File: src/rtl/stencil_csr_column_generator_assert.svh
// assertion macros for the stencil csr column generator
// no dependencies; included by the top level ahead of its module declaration
`ifndef STENCIL_CSR_COLUMN_GENERATOR_ASSERT_SVH
`define STENCIL_CSR_COLUMN_GENERATOR_ASSERT_SVH

// same-cycle implication, disabled during reset
`define SCCG_ASSERT_NOW(label, clk, rst_n, ante, cons) \
    label: assert property (@(posedge clk) disable iff (!(rst_n)) (ante) |-> (cons)) \
        else $error("sccg check failed");

// next-cycle implication, disabled during reset
`define SCCG_ASSERT_NEXT(label, clk, rst_n, ante, cons) \
    label: assert property (@(posedge clk) disable iff (!(rst_n)) (ante) |=> (cons)) \
        else $error("sccg check failed");

`endif

File: src/rtl/sccg_pkg.sv
// shared types, constants and the sequencer program of the stencil csr column generator
// no dependencies; imported by the top level
package sccg_pkg;

    // field and port widths
    localparam int LAT_POS_W  = 11;
    localparam int LON_POS_W  = 12;
    localparam int LEV_POS_W  = 7;
    localparam int COL_W      = 30;
    localparam int DIAG_W     = 5;
    localparam int TOTAL_W    = 35;
    localparam int S_TDATA_W  = 32;
    localparam int M_TDATA_W  = 72;
    localparam int M_PAD_W    = M_TDATA_W - COL_W - DIAG_W - TOTAL_W;
    localparam int LON_CFG_W  = 13;
    localparam int LAT_CFG_W  = 12;
    localparam int LEV_CFG_W  = 8;
    localparam int CFG_DATA_W = 13;
    localparam int CFG_IDX_W  = 2;

    // parameter defaults
    localparam int DEF_MAX_LON = 4096;
    localparam int DEF_MAX_LAT = 2048;
    localparam int DEF_MAX_LEV = 128;

    // register reset values
    localparam logic [LON_CFG_W-1:0] RST_LON_COUNT = 13'd720;
    localparam logic [LAT_CFG_W-1:0] RST_LAT_COUNT = 12'd360;
    localparam logic [LEV_CFG_W-1:0] RST_LEV_COUNT = 8'd62;

    // stencil and program shape
    localparam int STENCIL_POINTS = 19;
    localparam int BASE_STEPS     = 3;
    localparam int PROG_LEN       = BASE_STEPS + STENCIL_POINTS;
    localparam int PC_W           = $clog2(PROG_LEN);
    localparam logic [DIAG_W-1:0] LAST_DIAG = DIAG_W'(STENCIL_POINTS - 1);

    // configuration register indexes
    typedef enum logic [CFG_IDX_W-1:0] {
        REG_LON_COUNT = 2'd0,
        REG_LAT_COUNT = 2'd1,
        REG_LEV_COUNT = 2'd2
    } cfg_reg_t;

    // micro-operation kinds
    typedef enum logic [1:0] {
        OP_BASE = 2'b01,
        OP_EMIT = 2'b10
    } uop_t;

    // signed unit step along one axis
    typedef enum logic [1:0] {
        STEP_M = 2'd0,
        STEP_Z = 2'd1,
        STEP_P = 2'd2
    } step_t;

    // one control word of the sequencer program
    typedef struct packed {
        uop_t              op;
        step_t             lat_step;
        step_t             lon_step;
        step_t             lev_step;
        logic [DIAG_W-1:0] diag;
        logic              last;
    } uword_t;

    function automatic uword_t mk_word(uop_t op, step_t lat, step_t lon, step_t lev,
                                       int diag, logic last);
        uword_t w;
        w.op       = op;
        w.lat_step = lat;
        w.lon_step = lon;
        w.lev_step = lev;
        w.diag     = DIAG_W'(diag);
        w.last     = last;
        return w;
    endfunction

    // program rom: three row-base loads, then the stencil in neighbor order
    function automatic uword_t ucode(logic [PC_W-1:0] pc);
        uword_t w;
        case (pc)
            5'd0:    w = mk_word(OP_BASE, STEP_M, STEP_Z, STEP_Z, 0, 1'b0);
            5'd1:    w = mk_word(OP_BASE, STEP_Z, STEP_Z, STEP_Z, 0, 1'b0);
            5'd2:    w = mk_word(OP_BASE, STEP_P, STEP_Z, STEP_Z, 0, 1'b0);
            5'd3:    w = mk_word(OP_EMIT, STEP_M, STEP_M, STEP_Z, 0, 1'b0);
            5'd4:    w = mk_word(OP_EMIT, STEP_M, STEP_Z, STEP_M, 1, 1'b0);
            5'd5:    w = mk_word(OP_EMIT, STEP_M, STEP_Z, STEP_Z, 2, 1'b0);
            5'd6:    w = mk_word(OP_EMIT, STEP_M, STEP_Z, STEP_P, 3, 1'b0);
            5'd7:    w = mk_word(OP_EMIT, STEP_M, STEP_P, STEP_Z, 4, 1'b0);
            5'd8:    w = mk_word(OP_EMIT, STEP_Z, STEP_M, STEP_M, 5, 1'b0);
            5'd9:    w = mk_word(OP_EMIT, STEP_Z, STEP_M, STEP_Z, 6, 1'b0);
            5'd10:   w = mk_word(OP_EMIT, STEP_Z, STEP_M, STEP_P, 7, 1'b0);
            5'd11:   w = mk_word(OP_EMIT, STEP_Z, STEP_Z, STEP_M, 8, 1'b0);
            5'd12:   w = mk_word(OP_EMIT, STEP_Z, STEP_Z, STEP_Z, 9, 1'b0);
            5'd13:   w = mk_word(OP_EMIT, STEP_Z, STEP_Z, STEP_P, 10, 1'b0);
            5'd14:   w = mk_word(OP_EMIT, STEP_Z, STEP_P, STEP_M, 11, 1'b0);
            5'd15:   w = mk_word(OP_EMIT, STEP_Z, STEP_P, STEP_Z, 12, 1'b0);
            5'd16:   w = mk_word(OP_EMIT, STEP_Z, STEP_P, STEP_P, 13, 1'b0);
            5'd17:   w = mk_word(OP_EMIT, STEP_P, STEP_M, STEP_Z, 14, 1'b0);
            5'd18:   w = mk_word(OP_EMIT, STEP_P, STEP_Z, STEP_M, 15, 1'b0);
            5'd19:   w = mk_word(OP_EMIT, STEP_P, STEP_Z, STEP_Z, 16, 1'b0);
            5'd20:   w = mk_word(OP_EMIT, STEP_P, STEP_Z, STEP_P, 17, 1'b0);
            5'd21:   w = mk_word(OP_EMIT, STEP_P, STEP_P, STEP_Z, 18, 1'b1);
            default: w = mk_word(OP_BASE, STEP_Z, STEP_Z, STEP_Z, 0, 1'b1);
        endcase
        return w;
    endfunction

    // sequencer states
    typedef enum logic [1:0] {
        SEQ_IDLE = 2'b01,
        SEQ_RUN  = 2'b10
    } seq_state_t;

endpackage

File: src/rtl/stencil_csr_column_generator.sv
// top level of the stencil csr column generator: sequencer, datapath and output register
// depends on sccg_pkg and stencil_csr_column_generator_assert.svh
`include "stencil_csr_column_generator_assert.svh"

// Takes one grid point per input transfer and returns the CSR column of each of the
// 19 stencil neighbors in stencil order, skipping neighbors outside the level range;
// the final result of a row (neighbor 18, flagged by m_tlast) carries the running
// non-zero count. A point is accepted only while the sequencer is idle; the sequencer
// then walks a 22-step program from a ROM, one step per cycle when not stalled: three
// steps load the row bases for the lat-1, lat and lat+1 rows through one shared
// multiplier, then one step per stencil neighbor (a skipped neighbor still spends its
// step). A stalled result channel holds the sequencer at the next in-range neighbor.
// Each result passes a multiply stage and then an output register. Configuration is
// sampled when a point is taken.
module stencil_csr_column_generator
    import sccg_pkg::*;
#(
    parameter int MAX_LON = DEF_MAX_LON,
    parameter int MAX_LAT = DEF_MAX_LAT,
    parameter int MAX_LEV = DEF_MAX_LEV
) (
    input  logic                  aclk,
    input  logic                  aresetn,
    // configuration write port
    input  logic                  cfg_wr_en,
    input  logic [CFG_IDX_W-1:0]  cfg_index,
    input  logic [CFG_DATA_W-1:0] cfg_wdata,
    // grid point input
    input  logic                  s_tvalid,
    output logic                  s_tready,
    input  logic [S_TDATA_W-1:0]  s_tdata,   // lat_pos[10:0], lon_pos[22:11], lev_pos[29:23]
    // neighbor column output
    output logic                  m_tvalid,
    input  logic                  m_tready,
    output logic [M_TDATA_W-1:0]  m_tdata,   // column[29:0], diagonal[34:30],
                                             // row_end_count[69:35]
    output logic                  m_tlast    // row_last
);

    // derived widths: counts hold the maximum, indexes hold max-1
    localparam int LON_W  = $clog2(MAX_LON + 1);
    localparam int LAT_W  = $clog2(MAX_LAT + 1);
    localparam int LEV_W  = $clog2(MAX_LEV + 1);
    localparam int LONI_W = (MAX_LON > 1) ? $clog2(MAX_LON) : 1;
    localparam int LATI_W = (MAX_LAT > 1) ? $clog2(MAX_LAT) : 1;
    localparam int LEVI_W = (MAX_LEV > 1) ? $clog2(MAX_LEV) : 1;
    localparam int LIN_W  = LATI_W + LONI_W;
    localparam int PROD_W = (LIN_W + LEV_W > COL_W) ? (LIN_W + LEV_W) : COL_W;

    // configuration registers
    logic [LON_CFG_W-1:0] lon_count_reg;
    logic [LAT_CFG_W-1:0] lat_count_reg;
    logic [LEV_CFG_W-1:0] lev_count_reg;

    // sequencer and per-point registers
    seq_state_t        state_reg, state_next;
    logic [PC_W-1:0]   pc_reg, pc_next;
    logic [LATI_W-1:0] j_reg;
    logic [LONI_W-1:0] i_reg, half_reg;
    logic [LEVI_W-1:0] k_reg;
    logic [LON_W-1:0]  nlon_reg;
    logic [LEV_W-1:0]  nlev_reg;
    logic              pole_m_reg, pole_p_reg;
    logic [LIN_W-1:0]  base_m_reg, base_z_reg, base_p_reg;
    logic [TOTAL_W-1:0] total_reg;

    // multiply stage
    logic               p_valid_reg;
    logic [LIN_W-1:0]   p_lin_reg;
    logic [LEVI_W-1:0]  p_nk_reg;
    logic [DIAG_W-1:0]  p_diag_reg;
    logic               p_last_reg;
    logic [TOTAL_W-1:0] p_count_reg;

    // output register
    logic               out_valid_reg;
    logic [COL_W-1:0]   out_col_reg;
    logic [DIAG_W-1:0]  out_diag_reg;
    logic               out_last_reg;
    logic [TOTAL_W-1:0] out_total_reg;

    // input fields
    logic [LAT_POS_W-1:0] s_lat_pos;
    logic [LON_POS_W-1:0] s_lon_pos;
    logic [LEV_POS_W-1:0] s_lev_pos;
    assign s_lat_pos = s_tdata[LAT_POS_W-1:0];
    assign s_lon_pos = s_tdata[LAT_POS_W+LON_POS_W-1:LAT_POS_W];
    assign s_lev_pos = s_tdata[LAT_POS_W+LON_POS_W+LEV_POS_W-1:LAT_POS_W+LON_POS_W];

    // saturated counts and positions, sampled on acceptance
    logic [LON_W-1:0]  nlon_c;
    logic [LAT_W-1:0]  nlat_c;
    logic [LEV_W-1:0]  nlev_c;
    logic [LATI_W-1:0] j_c;
    logic [LONI_W-1:0] i_c;
    logic [LEVI_W-1:0] k_c;

    always_comb begin
        if (lon_count_reg < LON_CFG_W'(2)) begin
            nlon_c = LON_W'(2);
        end else if (32'(lon_count_reg) > 32'(MAX_LON)) begin
            nlon_c = LON_W'(MAX_LON);
        end else begin
            nlon_c = LON_W'(lon_count_reg);
        end
        if (lat_count_reg == '0) begin
            nlat_c = LAT_W'(1);
        end else if (32'(lat_count_reg) > 32'(MAX_LAT)) begin
            nlat_c = LAT_W'(MAX_LAT);
        end else begin
            nlat_c = LAT_W'(lat_count_reg);
        end
        if (lev_count_reg == '0) begin
            nlev_c = LEV_W'(1);
        end else if (32'(lev_count_reg) > 32'(MAX_LEV)) begin
            nlev_c = LEV_W'(MAX_LEV);
        end else begin
            nlev_c = LEV_W'(lev_count_reg);
        end
        if (32'(s_lat_pos) > 32'(nlat_c) - 32'd1) begin
            j_c = LATI_W'(32'(nlat_c) - 32'd1);
        end else begin
            j_c = LATI_W'(s_lat_pos);
        end
        if (32'(s_lon_pos) > 32'(nlon_c) - 32'd1) begin
            i_c = LONI_W'(32'(nlon_c) - 32'd1);
        end else begin
            i_c = LONI_W'(s_lon_pos);
        end
        if (32'(s_lev_pos) > 32'(nlev_c) - 32'd1) begin
            k_c = LEVI_W'(32'(nlev_c) - 32'd1);
        end else begin
            k_c = LEVI_W'(s_lev_pos);
        end
    end

    // handshake and flow control
    logic   s_xfer;
    logic   out_load, p_free, p_adv;
    uword_t uw;
    assign uw       = ucode(pc_reg);
    assign s_tready = (state_reg == SEQ_IDLE);
    assign s_xfer   = s_tvalid && s_tready;
    assign out_load = !out_valid_reg || m_tready;
    assign p_adv    = p_valid_reg && out_load;
    assign p_free   = !p_valid_reg || out_load;

    // row base multiplier: latitude row times ring length
    logic [LATI_W-1:0] nj;
    logic [LIN_W-1:0]  base_prod;
    always_comb begin
        case (uw.lat_step)
            STEP_M:  nj = pole_m_reg ? j_reg : j_reg - LATI_W'(1);
            STEP_P:  nj = pole_p_reg ? j_reg : j_reg + LATI_W'(1);
            default: nj = j_reg;
        endcase
    end
    assign base_prod = LIN_W'(nj) * LIN_W'(nlon_reg);

    // neighbor longitude with periodic wrap and pole shift
    logic [LONI_W-1:0] nlon_m1, ni_w, ni;
    logic              pole;
    assign nlon_m1 = LONI_W'(nlon_reg - LON_W'(1));
    always_comb begin
        case (uw.lon_step)
            STEP_M:  ni_w = (i_reg == '0) ? nlon_m1 : i_reg - LONI_W'(1);
            STEP_P:  ni_w = (i_reg == nlon_m1) ? '0 : i_reg + LONI_W'(1);
            default: ni_w = i_reg;
        endcase
        pole = ((uw.lat_step == STEP_M) && pole_m_reg) ||
               ((uw.lat_step == STEP_P) && pole_p_reg);
        if (!pole) begin
            ni = ni_w;
        end else if (ni_w < half_reg) begin
            ni = ni_w + half_reg;
        end else begin
            ni = ni_w - half_reg;
        end
    end

    // row base select plus longitude
    logic [LIN_W-1:0] lin;
    always_comb begin
        case (uw.lat_step)
            STEP_M:  lin = base_m_reg + LIN_W'(ni);
            STEP_P:  lin = base_p_reg + LIN_W'(ni);
            default: lin = base_z_reg + LIN_W'(ni);
        endcase
    end

    // neighbor level and range check
    logic [LEVI_W-1:0] nk;
    logic              lev_ok;
    always_comb begin
        case (uw.lev_step)
            STEP_M: begin
                lev_ok = (k_reg != '0);
                nk     = k_reg - LEVI_W'(1);
            end
            STEP_P: begin
                lev_ok = (32'(k_reg) != 32'(nlev_reg) - 32'd1);
                nk     = k_reg + LEVI_W'(1);
            end
            default: begin
                lev_ok = 1'b1;
                nk     = k_reg;
            end
        endcase
    end

    // step advance: an in-range neighbor waits for a free multiply stage
    logic running, emit, step_go, p_load;
    assign running = (state_reg == SEQ_RUN);
    assign emit    = (uw.op == OP_EMIT) && lev_ok;
    assign step_go = running && (!emit || p_free);
    assign p_load  = step_go && emit;

    // sequencer next state
    always_comb begin
        state_next = state_reg;
        pc_next    = pc_reg;
        case (state_reg)
            SEQ_IDLE: begin
                if (s_xfer) begin
                    state_next = SEQ_RUN;
                    pc_next    = '0;
                end
            end
            SEQ_RUN: begin
                if (step_go) begin
                    if (uw.last) begin
                        state_next = SEQ_IDLE;
                        pc_next    = '0;
                    end else begin
                        pc_next = pc_reg + PC_W'(1);
                    end
                end
            end
            default: begin
                state_next = SEQ_IDLE;
                pc_next    = '0;
            end
        endcase
    end

    // control registers
    always_ff @(posedge aclk) begin
        if (!aresetn) begin
            state_reg     <= SEQ_IDLE;
            pc_reg        <= '0;
            lon_count_reg <= RST_LON_COUNT;
            lat_count_reg <= RST_LAT_COUNT;
            lev_count_reg <= RST_LEV_COUNT;
            total_reg     <= '0;
            p_valid_reg   <= 1'b0;
            out_valid_reg <= 1'b0;
        end else begin
            state_reg <= state_next;
            pc_reg    <= pc_next;
            if (cfg_wr_en) begin
                case (cfg_index)
                    REG_LON_COUNT: lon_count_reg <= cfg_wdata[LON_CFG_W-1:0];
                    REG_LAT_COUNT: lat_count_reg <= cfg_wdata[LAT_CFG_W-1:0];
                    REG_LEV_COUNT: lev_count_reg <= cfg_wdata[LEV_CFG_W-1:0];
                    default: ;
                endcase
            end
            if (p_load) begin
                total_reg <= total_reg + TOTAL_W'(1);
            end
            if (p_load) begin
                p_valid_reg <= 1'b1;
            end else if (p_adv) begin
                p_valid_reg <= 1'b0;
            end
            if (p_adv) begin
                out_valid_reg <= 1'b1;
            end else if (m_tready) begin
                out_valid_reg <= 1'b0;
            end
        end
    end

    // point registers and row bases
    always_ff @(posedge aclk) begin
        if (s_xfer) begin
            j_reg      <= j_c;
            i_reg      <= i_c;
            k_reg      <= k_c;
            nlon_reg   <= nlon_c;
            nlev_reg   <= nlev_c;
            half_reg   <= LONI_W'(nlon_c >> 1);
            pole_m_reg <= (j_c == '0);
            pole_p_reg <= (32'(j_c) == 32'(nlat_c) - 32'd1);
        end
        if (running && (uw.op == OP_BASE)) begin
            case (uw.lat_step)
                STEP_M:  base_m_reg <= base_prod;
                STEP_P:  base_p_reg <= base_prod;
                default: base_z_reg <= base_prod;
            endcase
        end
    end

    // multiply stage load
    always_ff @(posedge aclk) begin
        if (p_load) begin
            p_lin_reg   <= lin;
            p_nk_reg    <= nk;
            p_diag_reg  <= uw.diag;
            p_last_reg  <= uw.last;
            p_count_reg <= total_reg + TOTAL_W'(1);
        end
    end

    // column = linear point times level count plus level
    logic [PROD_W-1:0] col_prod;
    assign col_prod = PROD_W'(p_lin_reg) * PROD_W'(nlev_reg) + PROD_W'(p_nk_reg);

    // output register load
    always_ff @(posedge aclk) begin
        if (p_adv) begin
            out_col_reg   <= col_prod[COL_W-1:0];
            out_diag_reg  <= p_diag_reg;
            out_last_reg  <= p_last_reg;
            out_total_reg <= p_last_reg ? p_count_reg : '0;
        end
    end

    assign m_tvalid = out_valid_reg;
    assign m_tlast  = out_last_reg;
    assign m_tdata  = {{M_PAD_W{1'b0}}, out_total_reg, out_diag_reg, out_col_reg};

    // the row's final result is always the last stencil neighbor
    `SCCG_ASSERT_NOW(a_last_is_final_diag, aclk, aresetn,
        m_tvalid && m_tlast, m_tdata[COL_W+DIAG_W-1:COL_W] == LAST_DIAG)
    // the running count rides only on the row's final result
    `SCCG_ASSERT_NOW(a_count_only_on_last, aclk, aresetn,
        m_tvalid && !m_tlast, m_tdata[COL_W+DIAG_W+TOTAL_W-1:COL_W+DIAG_W] == '0)
    // an accepted point starts the program at its first step
    `SCCG_ASSERT_NEXT(a_accept_starts_program, aclk, aresetn,
        s_tvalid && s_tready, (state_reg == SEQ_RUN) && (pc_reg == '0))
    // a blocked multiply stage keeps its entry
    `SCCG_ASSERT_NEXT(a_mul_stage_holds, aclk, aresetn,
        p_valid_reg && !out_load, p_valid_reg)

endmodule
File: config.mk
export PLATFORM = sky130hd
export DESIGN_NAME = stencil_csr_column_generator
export DESIGN_NICKNAME = d
export VERILOG_FILES = /design/src/rtl/sccg_pkg.sv /design/src/rtl/stencil_csr_column_generator.sv
export VERILOG_INCLUDE_DIRS = /design/src /design/src/rtl
export SDC_FILE = /design/constraint.sdc
export NUM_CORES = 2
export LEC_CHECK = 0
export BUFFER_PORTS_ARGS = -buffer_cell sky130_fd_sc_hd__buf_2
export CORE_ASPECT_RATIO = 1.25
export CORE_UTILIZATION = 55
export CTS_CLUSTER_SIZE = 14
export DETAILED_ROUTE_END_ITERATION = 8
export HOLD_SLACK_MARGIN = 0.15
export PLACE_DENSITY = 0.72
export SYNTH_ARGS = -nofsm -noshare
export SYNTH_HDL_FRONTEND = slang
export SYNTH_SLANG_ARGS = --single-unit
File: constraint.sdc
create_clock -name aclk -period 17.22 [get_ports aclk]
set_input_delay 0 -clock aclk [delete_from_list [all_inputs] [get_ports aclk]]
set_output_delay 0 -clock aclk [all_outputs]
set_load 0.05 [all_outputs]
==> impl_metrics.ini <==
[die]
io_pins = 127
floorplan.die.height_um = 261
dieArea_mm2 = 0.0546
initial_utilization_pct = 55.9
dieWidth_um = 209
placementRows = 94
core_area_mm2 = 0.0528

[global_routing]
grt_pass1_wl_mm = 108
grt_pass1_vias = 22400
grt_overflow = 0
track_usage_pct = 24.4
grt_max_degree = 72
grt_antenna_before_repair = 0

[critical_path]
critPathKind = reg2reg
crit_path_max_incr_delay_ns = 0.57
crit_arrival_ns = 9.06
end_kind = register
timing.critical_path.buf_inv = 3
slowest_stage = a31oi_1
start_kind = register
path_max_fanout = 14
cp_data_required_time_ns = 17.51
cp_common_cell = o21ai_0
critical-path-top-delay-family = compound AO/OA/AOI/OAI gates

[synth]
synthArstFlopShare_pct = 0
synth-seq-cells = 355
synthCells = 3054
synth_area_mm2 = 0.0295
yosysSeqAreaShare_pct = 33.0
ys.flop_type = edfxtp_1
synth_edf_count = 264
avgSynthCellArea_um2 = 9.67
ys_types = 89
synth_warnings = 0

[place]
gp_congestion = 0.897
io_buffers = 122
dp_hpwl_mm = 49.4
dp_cells = 3747
dp_slack_ns = 8.60

[cts]
cts_sinks = 355
cts-buffers-inserted = 39
clock_latency_ns = 0.58
cts_tree = built
cts_max_path_buffers = 3
clock-root-buffer = clkbuf_16
htree_levels = 2
clk_pin_slew_ns = 0.06

[routing]
drtAntennaViolNets = 0
met3_length_mm = 2.82
wirelength_mm = 65.0
vias_per_cell = 5.59
via_count = 21700
drt_iter0_drc = 1198
drc = 0
highest_layer = met4
drt_pass1_iterations = 5
wl_met2_mm = 33.9
wl_met1_mm = 25.7
wl_per_cell_um = 16.7

[layout]
area_growth_pct = 10.5
final_core_util_pct = 61.8
antenna_cells = 0
drive_above_1_share_pct = 8.06
final_cell_mix = 396 x inv_1, 350 x nand2_1, 264 x edfxtp_1
final_cells = 3885
nets = 3679
final_common_cell = inv_1

[min_path]
hp-class = in2reg

[timing]
setup_ws_ns = 8.45
tightestPinTransition_ns = 1.15
timing.final.crit_share_pct = 50.9
setup_viol = 0
max_freq_ghz = 0.114
rsz0062_at_grt = no
fin_tns_setup_ns = 0
period_minus_slack_ns = 8.77
slew_viol_final = 0
slew-limit-headroom_pct = 22.9
final-hold-violation-count = 0
finalClockSkew_ns = 0.0454

[flow_run]
cap_violations = 0

[power]
p_leak_nw = 13.9
ir_worst_vdd_uv = 204
power.density_mw_per_mm2 = 132

[run_status]
run_status = finished clean
==> routing by layer <==
metal,up-vias,global-route usage [%]
met5,-,0
met4,0,11.0
met3,176,2.65
met2,600,46.1
met1,10500,27.7
li1,10400,-
==> stage by stage <==
step                      power [mW]  area [um^2]  hold slack, ns
after CTS                       4.35        32600           0.223
after floorplan                 3.00        29500           0.124
after global routing            4.69        32600           0.260
after global placement          3.38        30700           0.246
final                           4.32        32600           0.240
after detailed placement        3.46        30700           0.249
==> synthesized netlist by cell type, types with 72 or more instances <==
master | number | area [um^2]
ha_1 | 212 | 2650
dfxtp_1 | 91 | 1820
nor2_1 | 190 | 713
xnor2_1 | 141 | 1230
xor2_1 | 72 | 631
fa_1 | 233 | 4660
o21ai_0 | 92 | 460
edfxtp_1 | 264 | 7930
and2_1 | 181 | 1130
inv_1 | 398 | 1490
a21oi_1 | 113 | 566
nand2_1 | 350 | 1310
clkbuf_1 | 107 | 402
==> layout make-up <==
cell class	count	area [um^2]
flip-flops and latches	355	9750
inverters	400	1510
repair buffers	206	1410
clock buffers	49	1030
well taps	672	841
fillers	4300	20200
multi-input cells	2180	17800
clock inverters	23	295
==> logic make-up after synthesis <==
family	count (synthesis)	synth area share [%]
compound gates	392	8.51
xor+xnor	220	6.85
mux	70	2.44
other cells	1	0.0127
buf+inv	520	6.78
simple gates	1051	17.6
flops	355	33.0
fa+ha+maj	445	24.8
==> tightest hold or removal path, stage by stage <==
cell	delay, ns
dlygate4sd3_1	0.52
buf_2	0.14
nand2_1	0.06
nand3_1	0.07
==> worst paths after layout <==
check / from / endpoint / slack [ns] / cells past startpoint
setup / recovery: i_reg[0] / p_lin_reg[22] / 8.45 / 31
hold / removal: cfg_wdata[6] / lon_count_reg[6] / 0.24 / 4
setup reg to reg: i_reg[0] / p_lin_reg[22] / 8.45 / 31
hold reg to reg: uw[1] / p_diag_reg[0] / 0.40 / 0
==> report_power, final <==
group	internal [mW]	switching (mW)	leakage, nW	total (mW)
logic	0.931	1.28	10.2	2.21
registers	1.22	0.0428	3.05	1.26
clock network	0.495	0.356	0.642	0.851
==> timing repair <==
action / CTS / global route
endpoints found under the hold margin: 75 / 0
hold buffers: 66 / 0
resized for setup: 0 / 0
buffers inserted: 0 / 0
Power figures use the tool's default switching activity.
